[config.mk]
export PLATFORM = sky130hd
export DESIGN_NAME = websocket_frame_unmasker_top
export DESIGN_NICKNAME = d
export VERILOG_FILES = /design/src/rtl/core/wsfu_pkg.sv /design/src/rtl/core/websocket_frame_unmasker_top.sv
export VERILOG_INCLUDE_DIRS = /design/src /design/src/rtl/core
export SDC_FILE = /design/constraint.sdc
export NUM_CORES = 1
export LEC_CHECK = 0
export BUFFER_PORTS_ARGS = -buffer_cell sky130_fd_sc_hd__buf_2
export CAP_MARGIN = 20
export CELL_PAD_IN_SITES_DETAIL_PLACEMENT = 0
export CELL_PAD_IN_SITES_GLOBAL_PLACEMENT = 1
export CORE_ASPECT_RATIO = 0.7
export CORE_MARGIN = 8
export CORE_UTILIZATION = 40
export DETAILED_ROUTE_END_ITERATION = 7
export GPL_TIMING_DRIVEN = 0
export PLACE_DENSITY = 0.74
export SKIP_LAST_GASP = 1
export SYNTH_ARGS = -nofsm -noshare
export SYNTH_HDL_FRONTEND = slang
export SYNTH_SLANG_ARGS = --single-unit
[constraint.sdc]
create_clock -name clk_i -period 9.6 [get_ports clk_i]
set_clock_uncertainty 0.15 [all_clocks]
set_input_delay 0.48 -clock clk_i [delete_from_list [all_inputs] [get_ports clk_i]]
set_output_delay 0.48 -clock clk_i [all_outputs]
set_load 0.03 [all_outputs]
[src/rtl/core/assert_macros.svh]
// Assertion macros included by the unmasker RTL.
// WSFU_ASSERT_DIS checks a property on a given clock with an active-low reset.
// WSFU_ASSERT uses the usual clk_i and rst_ni of the including module.
`ifndef ASSERT_MACROS_SVH
`define ASSERT_MACROS_SVH

`define WSFU_ASSERT_DIS(name, clk, rstn, prop) \
  name: assert property (@(posedge clk) disable iff (!(rstn)) (prop)) \
    else $error("assertion failed");

`define WSFU_ASSERT(name, prop) \
  `WSFU_ASSERT_DIS(name, clk_i, rst_ni, prop)

`endif

[src/rtl/core/wsfu_pkg.sv]
// ---------------------------------------------------------------------------
// wsfu_pkg: shared types and constants of the WebSocket frame unmasker
// Field widths of the byte stream and the result, and header length codes.
// ---------------------------------------------------------------------------
package wsfu_pkg;

  localparam int unsigned ByteW    = 8;
  localparam int unsigned OpcodeW  = 4;
  localparam int unsigned LenCodeW = 7;
  localparam int unsigned LenW     = 16;
  localparam int unsigned MsgNumW  = 16;
  localparam int unsigned KeyW     = 32;

  // Length codes of the second header byte.
  localparam logic [LenCodeW-1:0] LenCodeExt16 = 7'd126;
  localparam logic [LenCodeW-1:0] LenCodeExt64 = 7'd127;

  typedef logic [ByteW-1:0]   byte_t;
  typedef logic [OpcodeW-1:0] opcode_t;
  typedef logic [LenW-1:0]    len_t;
  typedef logic [MsgNumW-1:0] msg_num_t;

endpackage

[src/rtl/core/websocket_frame_unmasker_top.sv]
// ---------------------------------------------------------------------------
// websocket_frame_unmasker_top: client frame deframer and payload unmasker
// Parses frame headers byte by byte and emits unmasked payload bytes.
// ---------------------------------------------------------------------------
// Usage: received frame bytes enter one per request on the in channel
// (in_valid_i, in_ready_o, rx_byte_i). Header bytes, extended length bytes
// and the four mask key bytes give no result. Each payload byte gives one
// result on the out channel with the opcode, a last-byte mark and the
// running message number. A frame of zero length gives one result marked
// empty. Length code 127 gives one result with bad_length_o set, after
// which every byte is taken and dropped until reset.
// A result is valid in the cycle after its byte is accepted.
// Throughput: one byte per cycle when not stalled; the header parse, counter
// update and key XOR sit between the input handshake and a single result
// register. When the receiver stalls, the result register holds and in_ready_o
// drops until that result is taken; a stall never loses or repeats a result.
// Reset clears the parser to expect the first header byte, the message
// count to zero and the result register to empty.
// ---------------------------------------------------------------------------
module websocket_frame_unmasker_top (
  input  logic                         clk_i,
  input  logic                         rst_ni,
  input  logic                         in_valid_i,
  output logic                         in_ready_o,
  input  logic [wsfu_pkg::ByteW-1:0]   rx_byte_i,
  output logic                         out_valid_o,
  input  logic                         out_ready_i,
  output logic [wsfu_pkg::ByteW-1:0]   payload_byte_o,
  output logic [wsfu_pkg::OpcodeW-1:0] frame_opcode_o,
  output logic                         last_byte_o,
  output logic                         empty_message_o,
  output logic                         bad_length_o,
  output logic [wsfu_pkg::MsgNumW-1:0] message_number_o
);
  import wsfu_pkg::*;

  typedef enum logic [3:0] {
    PhHdr0,
    PhHdr1,
    PhExtHi,
    PhExtLo,
    PhKey0,
    PhKey1,
    PhKey2,
    PhKey3,
    PhData,
    PhHalt
  } phase_e;

  phase_e              phase_q, phase_d;
  opcode_t             opcode_q, opcode_d;
  len_t                rem_q, rem_d;
  logic [KeyW-1:0]     key_q, key_d;
  logic [1:0]          kpos_q, kpos_d;
  msg_num_t            msg_q, msg_d;
  msg_num_t            msg_plus;
  logic [LenCodeW-1:0] len_code;
  byte_t               key_byte;

  logic     emit;
  byte_t    res_byte;
  logic     res_last, res_empty, res_bad;
  msg_num_t res_num;

  logic     out_valid_q;
  byte_t    out_byte_q;
  opcode_t  out_opcode_q;
  logic     out_last_q, out_empty_q, out_bad_q;
  msg_num_t out_num_q;

  logic in_fire;

  assign in_ready_o = !out_valid_q || out_ready_i;
  assign in_fire    = in_valid_i && in_ready_o;

  assign len_code = rx_byte_i[LenCodeW-1:0];
  assign msg_plus = msg_q + 1'b1;
  // Key byte 0 is the first one received, so it sits in the top byte.
  assign key_byte = key_q[{~kpos_q, 3'b000} +: ByteW];

  always_comb begin
    phase_d   = phase_q;
    opcode_d  = opcode_q;
    rem_d     = rem_q;
    key_d     = key_q;
    kpos_d    = kpos_q;
    msg_d     = msg_q;
    emit      = 1'b0;
    res_byte  = '0;
    res_last  = 1'b0;
    res_empty = 1'b0;
    res_bad   = 1'b0;
    res_num   = msg_q;
    unique case (phase_q)
      PhHdr0: begin
        opcode_d = rx_byte_i[OpcodeW-1:0];
        phase_d  = PhHdr1;
      end
      PhHdr1: begin
        if (len_code < LenCodeExt16) begin
          rem_d   = {{(LenW-LenCodeW){1'b0}}, len_code};
          phase_d = PhKey0;
        end else if (len_code == LenCodeExt16) begin
          phase_d = PhExtHi;
        end else begin
          phase_d = PhHalt;
          emit    = 1'b1;
          res_bad = 1'b1;
        end
      end
      PhExtHi: begin
        rem_d   = {rx_byte_i, {(LenW-ByteW){1'b0}}};
        phase_d = PhExtLo;
      end
      PhExtLo: begin
        rem_d   = {rem_q[LenW-1:ByteW], rx_byte_i};
        phase_d = PhKey0;
      end
      PhKey0, PhKey1, PhKey2: begin
        key_d   = {key_q[KeyW-ByteW-1:0], rx_byte_i};
        phase_d = phase_e'(phase_q + 4'd1);
      end
      PhKey3: begin
        key_d  = {key_q[KeyW-ByteW-1:0], rx_byte_i};
        kpos_d = '0;
        if (rem_q == '0) begin
          msg_d     = msg_plus;
          phase_d   = PhHdr0;
          emit      = 1'b1;
          res_last  = 1'b1;
          res_empty = 1'b1;
          res_num   = msg_plus;
        end else begin
          phase_d = PhData;
        end
      end
      PhData: begin
        kpos_d   = kpos_q + 2'd1;
        rem_d    = rem_q - 1'b1;
        emit     = 1'b1;
        res_byte = rx_byte_i ^ key_byte;
        res_num  = msg_plus;
        if (rem_q == len_t'(1)) begin
          msg_d    = msg_plus;
          phase_d  = PhHdr0;
          res_last = 1'b1;
        end
      end
      PhHalt: begin
        phase_d = PhHalt;
      end
      default: begin
        phase_d = PhHalt;
      end
    endcase
  end

  always_ff @(posedge clk_i or negedge rst_ni) begin
    if (!rst_ni) begin
      phase_q  <= PhHdr0;
      opcode_q <= '0;
      rem_q    <= '0;
      key_q    <= '0;
      kpos_q   <= '0;
      msg_q    <= '0;
    end else if (in_fire) begin
      phase_q  <= phase_d;
      opcode_q <= opcode_d;
      rem_q    <= rem_d;
      key_q    <= key_d;
      kpos_q   <= kpos_d;
      msg_q    <= msg_d;
    end
  end

  always_ff @(posedge clk_i or negedge rst_ni) begin
    if (!rst_ni) begin
      out_valid_q <= 1'b0;
    end else if (in_fire) begin
      out_valid_q <= emit;
    end else if (out_ready_i) begin
      out_valid_q <= 1'b0;
    end
  end

  // The opcode comes from the held value, so an error result carries the
  // opcode of the frame whose header held the bad code.
  always_ff @(posedge clk_i) begin
    if (in_fire && emit) begin
      out_byte_q   <= res_byte;
      out_opcode_q <= opcode_q;
      out_last_q   <= res_last;
      out_empty_q  <= res_empty;
      out_bad_q    <= res_bad;
      out_num_q    <= res_num;
    end
  end

  assign out_valid_o      = out_valid_q;
  assign payload_byte_o   = out_byte_q;
  assign frame_opcode_o   = out_opcode_q;
  assign last_byte_o      = out_last_q;
  assign empty_message_o  = out_empty_q;
  assign bad_length_o     = out_bad_q;
  assign message_number_o = out_num_q;

`include "assert_macros.svh"

  `WSFU_ASSERT(a_bad_result_clean, (out_valid_o && bad_length_o) |-> (!last_byte_o && !empty_message_o && (payload_byte_o == '0)))
  `WSFU_ASSERT(a_empty_is_last, (out_valid_o && empty_message_o) |-> (last_byte_o && !bad_length_o))
  `WSFU_ASSERT(a_halt_is_silent, (phase_q == PhHalt && !out_valid_q) |=> (!out_valid_q && phase_q == PhHalt))
  `WSFU_ASSERT(a_count_on_last, (in_fire && emit && res_last) |=> (msg_q == $past(msg_q) + 1'b1))

endmodule

* Word level (Yosys, flattened, before mapping)
Cells that the tools add are included.
** Word-level totals
- Input port bits :: 12
- Output and inout port bits :: 33
- Bits in registers :: 106
- Logic and storage cells :: 74
** Cells by class
- Bitwise operators :: 3
- Eq/ne operators :: 12
- Add/sub/neg operators :: 4
- $lt $le $gt $ge :: 1
- Reduce and logical (&&, ||, !) cells :: 19
- Shift-type cells :: 1
- Muxes and demuxes :: 20
** Operators by type and width (number)
- $pmux W16 S2 :: 2
- $pmux W16 S4 :: 1
- $mux W16 :: 3
- $shiftx A32 B6 Y8 :: 1
- $pmux W4 S7 :: 1
- $add A16 B1 Y16 const B :: 1
- $eq A16 B1 Y1 const B :: 1
- $eq A4 B3 Y1 const B :: 4
- $logic_not A16 Y1 :: 1
- $mux W4 :: 4
- $sub A16 B1 Y16 const B :: 1
- $eq A4 B2 Y1 const B :: 2
- $reduce_and A2 Y1 :: 4
- $xor A8 B8 Y8 :: 1
- $eq A7 B7 Y1 const B :: 1
- $lt A7 B7 Y1 const B :: 1
- $mux W1 :: 6
- $reduce_and A3 Y1 :: 2
- $add A4 B1 Y4 const B :: 1
- $eq A4 B1 Y1 const B :: 1
- $eq A4 B4 Y1 const B :: 1
- $logic_not A4 Y1 :: 1
- $ne A2 B2 Y1 const B :: 2
- $pmux W2 S2 :: 1
- other kinds (14) :: 16

* Logic depth before layout (Yosys ltp)
- Depth after elaboration :: 5
- Gate-level depth with buffers :: 10
- Gate-level depth less buffers :: 8

* Least setup slack after synthesis
OpenSTA, ideal clock, no wires.
- Kind :: reg2reg
- Start point :: register phase_q[0]
- End point :: register out_bad_q (netlist: bad_length_o), enable pin
- Period minus slack after synthesis :: 3.921 ns
- Arrival time :: 3.342 ns
- Required time :: 9.021 ns
- Setup time :: 0.429 ns
- Cell stages (with the launch flop) :: 10
- Path slack :: 5.679 ns
- Path buffers :: 3
- Cells stage by stage :: dfrtp_1 inv_1 ha_1 nand2_1 or2_2 buf_2 o21a_1 clkbuf_1 clkbuf_1 a21oi_1
** On the way
- Longest elaborated chain between the ends :: 3
- Elaborated cells on any way between the ends :: 5
- Classes of those cells :: 3 x eq/ne; 1 x mux; 1 x reduce/logical
** Ends and longest elaborated chain
- start, declared :: RTL line websocket_frame_unmasker_top.sv:50 : phase_e phase_q, phase_d;
- start signal, assigned :: RTL line websocket_frame_unmasker_top.sv:160 : phase_q <= PhHdr0;
- start signal, assigned :: RTL line websocket_frame_unmasker_top.sv:167 : phase_q <= phase_d;
- $eq A4 B4 Y1 (tied with other cells) :: RTL line websocket_frame_unmasker_top.sv:94 : unique case (phase_q)
- $pmux W1 S3 (*) :: RTL line websocket_frame_unmasker_top.sv:94
- $logic_and A1 B1 Y1 (*) :: RTL line websocket_frame_unmasker_top.sv:189 : if (in_fire && emit) begin
- end signal, assigned :: RTL line websocket_frame_unmasker_top.sv:194 : out_bad_q <= res_bad;
- end, declared :: RTL line websocket_frame_unmasker_top.sv:68 : logic out_last_q, out_empty_q, out_bad_q;
Every way passes the cells marked *; elsewhere a longest branch is shown, timed or not.
A chain may end at the register's enable or synchronous reset.

* Worst setup path in the final report
- Start point :: register phase_q[0]
- End point :: register out_opcode_q[0] (netlist: frame_opcode_o[0]), enable pin
** On the way
- Longest elaborated chain between the ends :: 3
- Elaborated cells on any way between the ends :: 5
- Classes of those cells :: 3 x eq/ne; 1 x mux; 1 x reduce/logical
** Ends and longest elaborated chain
- $eq A4 B4 Y1 (tied with other cells) :: RTL line websocket_frame_unmasker_top.sv:94
- $pmux W1 S3 (*) :: RTL line websocket_frame_unmasker_top.sv:94
- $logic_and A1 B1 Y1 (*) :: RTL line websocket_frame_unmasker_top.sv:189
- end signal, assigned :: RTL line websocket_frame_unmasker_top.sv:191 : out_opcode_q <= opcode_q;
- end, declared :: RTL line websocket_frame_unmasker_top.sv:67 : opcode_t out_opcode_q;
Marks and branches as above.

==> metrics.txt <==
Pwr per Cell Area=224.0 nW/um2; htree depth=3; met3 global-route usage=roughly 3.8%; Iter 0 DRT Violations=roughly 200; first-pass GRT wire length=19.74 mm; Synth area leaders=dfrtp_1 36%, edfxtp_1 18%, mux2_2 7.8%; Data arrival, critical path=3.17 ns; FMAX=306.7 MHz; cells after synthesis=448; grt ovf=0; layout net count=around 530; IO Count=45; status=completed; gr busiest metal=met1; crit-path max FO=28; Filler Cell Count=1141; root buf cell=clkbuf_16; combinational fraction of design power=approximately 28%; RSZ-0062 raised after global routing=no; Pint=0.8686 mW; Core Area=12550 um2; crit end category=flip-flop; VDD IR-drop max=between 0.1 and 0.15 mV; mapped cell area=5179 um2; DP HPWL=approximately 8.4 mm; clock-pin slew on the worst setup and hold paths=0.07 ns; area of the die=between 15000 and 20000 um2; Final GP Congestion=0.8451; largest net degree at the start of global routing=45; GRT met1 Usage=20.93%; Core Rows=34; DP Worst Slack=6.354 ns; setup TNS=0 ns; Vias=3672; initial antenna violation count=0; Switch Pwr=0.4654 mW; Post-synth EDFFs=31; number of global-route vias before repair=3682; #FFs+latches synth=around 110; Die Y=111.2 um; # diodes=0; routed wire length per instance=around 17 um; Top FF cell, synth=dfrtp_1; Port Buffers=43; Switching Fraction=34.89%; Unique masters post-synth=49; Num CTS Buffers=9; Area growth syn-to-layout=14.98%; Worst-Margin Slew=0.7657 ns; sequential area share after synthesis=54.22%; All-Layer GR Usage=about 14%; syn_nets=468; met2 GRT Util=between 20% and 30%; Min-Delay Path Class=input pin to flip-flop; leakage=around 2.5 nW; Worst setup SP type=flip-flop; Rel. slew slack=48.77%; fin util=47.45%; Vias/cell=5.464; CTS max path bufs=2; crit path kind=flip-flop to flip-flop; Final ANT Viol Nets=0; initial core utilization=41.27%; final period demand of the worst path=3.261 ns; Worst EP required=9.51 ns; period utilization=33.96%; clk sinks=around 110; Synth async-reset ratio=70.75%; Clock Latency Late Sink=0.35 ns; Flop pwr share=44.7%; Avg Cell Area, Syn=11.56 um2; CTS Hold Bufs=1; max-slew violations=0; Post-Route WL=11.65 mm; Post-CTS Resized=0; postcts setup bufs=0; clock power share=between 20% and 30%; 1st-pass router iterations=5; post-route setup slack=approximately 6.3 ns; cell taking the most area after synthesis=dfrtp_1; width of the die=152.0 um; Ys Warns=0; Hold Violations, Final=0; final setup violation count=0; max_cap viols=0; Synth top area share=36.24%; fraction of layout cells with a size suffix above 1=23.53%; CTS tree=done; # DRC=0
## per-stage QoR
stage	cell area, um2	std cells	total power, mW	hold slack, ns
after CTS	5954	672	1.342	0.2842
after global routing	5954	672	1.416	0.3187
after detailed placement	5658	655	0.9795	0.2809
after global placement	5597	653	0.9668	0.2831
final	5954	672	1.334	0.2913
after floorplan	5179	448	0.8699	0.03441
## per-layer routing
layer | share of wire (%) | up-vias
met3 | 6.2 | 19
li1 | - | 1736
met1 | 50 | 1795
met5 | 0 | -
met2 | 42 | 122
met4 | 1.7 | 0
## flip-flops by register name (all words and copies together), names as in the netlist
register	count
key_q	32
frame_opcode_o	4
payload_byte_o	8
last_byte_o	1
bad_length_o	1
phase_q	4
message_number_o	16
msg_q	16
out_valid_o	1
opcode_q	4
kpos_q	2
empty_message_o	1
rem_q	16
## final cells by class
type / count / area [um2] / share of cell area, %
Inverter: 13 / 48.80 / 0.8195
Timing Repair Buffer: 46 / 275.3 / 4.623
Clock inverter: 6 / 57.56 / 0.9666
Tap cell: 162 / 202.7 / 3.404
Buffer: 23 / 100.1 / 1.681
Sequential cell: 106 / 2808 / 47.15
Multi-Input combinational cell: 306 / 2233 / 37.51
Clock buffer: 10 / 229.0 / 3.845
## cells by family after synthesis
family,synth area share (%)
DFF,54.22
xor gates and xnor gates,6.403
AOI/OAI and AO/OA,10.03
and+or+nand+nor,13.05
buffers and inverters,2.875
adders and majority gates,1.933
muxes,11.50
## power by group through the flow
stage                     clock (mW)  sequential, mW  combinational [mW]
after floorplan                    0           0.609               0.261
final                          0.360           0.596               0.378
after global routing           0.390           0.607               0.419
after CTS                      0.370           0.595               0.377
after global placement             0           0.602               0.364
after detailed placement           0           0.604               0.375
## path summary, 6_finish.rpt
check | startpoint | end | slack [ns] | cells after the start
min | in_valid_i | out_valid_o$_DFFE_PN0P_ | 0.29 | 3
min in group asynchronous | rst_ni | key_q[26]$_DFFE_PN0P_ | 0.46 | 2
max reg2reg | phase_q[0]$_DFFE_PN0P_ | frame_opcode_o[0]$_DFFE_PP_ | 6.34 | 10
min reg2reg | opcode_q[3]$_DFFE_PN0P_ | frame_opcode_o[3]$_DFFE_PP_ | 0.30 | 0
max in group asynchronous | rst_ni | rem_q[1]$_DFFE_PN0P_ | 8.25 | 3
max | phase_q[0]$_DFFE_PN0P_ | frame_opcode_o[0]$_DFFE_PP_ | 6.34 | 10
## worst max-delay path, cell delays in order (launching register included)
cell,delay (ns)
dfrtp_1,0.45
inv_1,0.11
ha_1,0.33
nand2_1,0.15
or2_2,0.28
buf_2,0.19
o21a_1,0.12
clkbuf_1,0.26
clkbuf_1,0.35
a21oi_4,0.33
buf_12,0.23
## cell usage in the layout (no fill, tap or decap), drive strengths merged, types with 5 or more instances in the layout
cell type / Yosys / routed
nor4: 7 / 7
inv: 13 / 16
xor2: 24 / 24
nand4: 5 / 5
nor2: 55 / 55
edfxtp: 31 / 31
or3: 5 / 5
dfrtp: 75 / 75
o31ai: 5 / 5
xnor2: 13 / 13
ha: 8 / 8
nand2: 20 / 20
o21ai: 33 / 33
a21oi: 12 / 12
a22oi: 6 / 6
clkbuf: 17 / 27
nor3: 12 / 12
a32oi: 6 / 6
nand3: 10 / 10
mux2: 36 / 36
mux4: 8 / 8
buf: 6 / 51
## synth_stat cells (2+ instances only)
cell and count:
a21oi_1 12, nand2b_1 3, o41ai_1 2, and2_1 4, o21ai_0 32, buf_2 5
nand2_1 20, nor3_1 12, nand3_1 10, nor2_1 55, or3_1 4, a31oi_1 4
nor4_4 2, a211oi_1 3, mux2_2 36, nand4_1 4, or4_1 4, clkbuf_1 17
edfxtp_1 31, o31ai_1 5, a32oi_1 6, dfrtp_1 75, inv_1 13, nor4_1 5
xor2_1 24, a22o_1 2, mux4_2 8, a22oi_1 6, xnor2_1 12, ha_1 8
nor3b_1 3, or2_2 4
(Power assumes the default switching activity.)
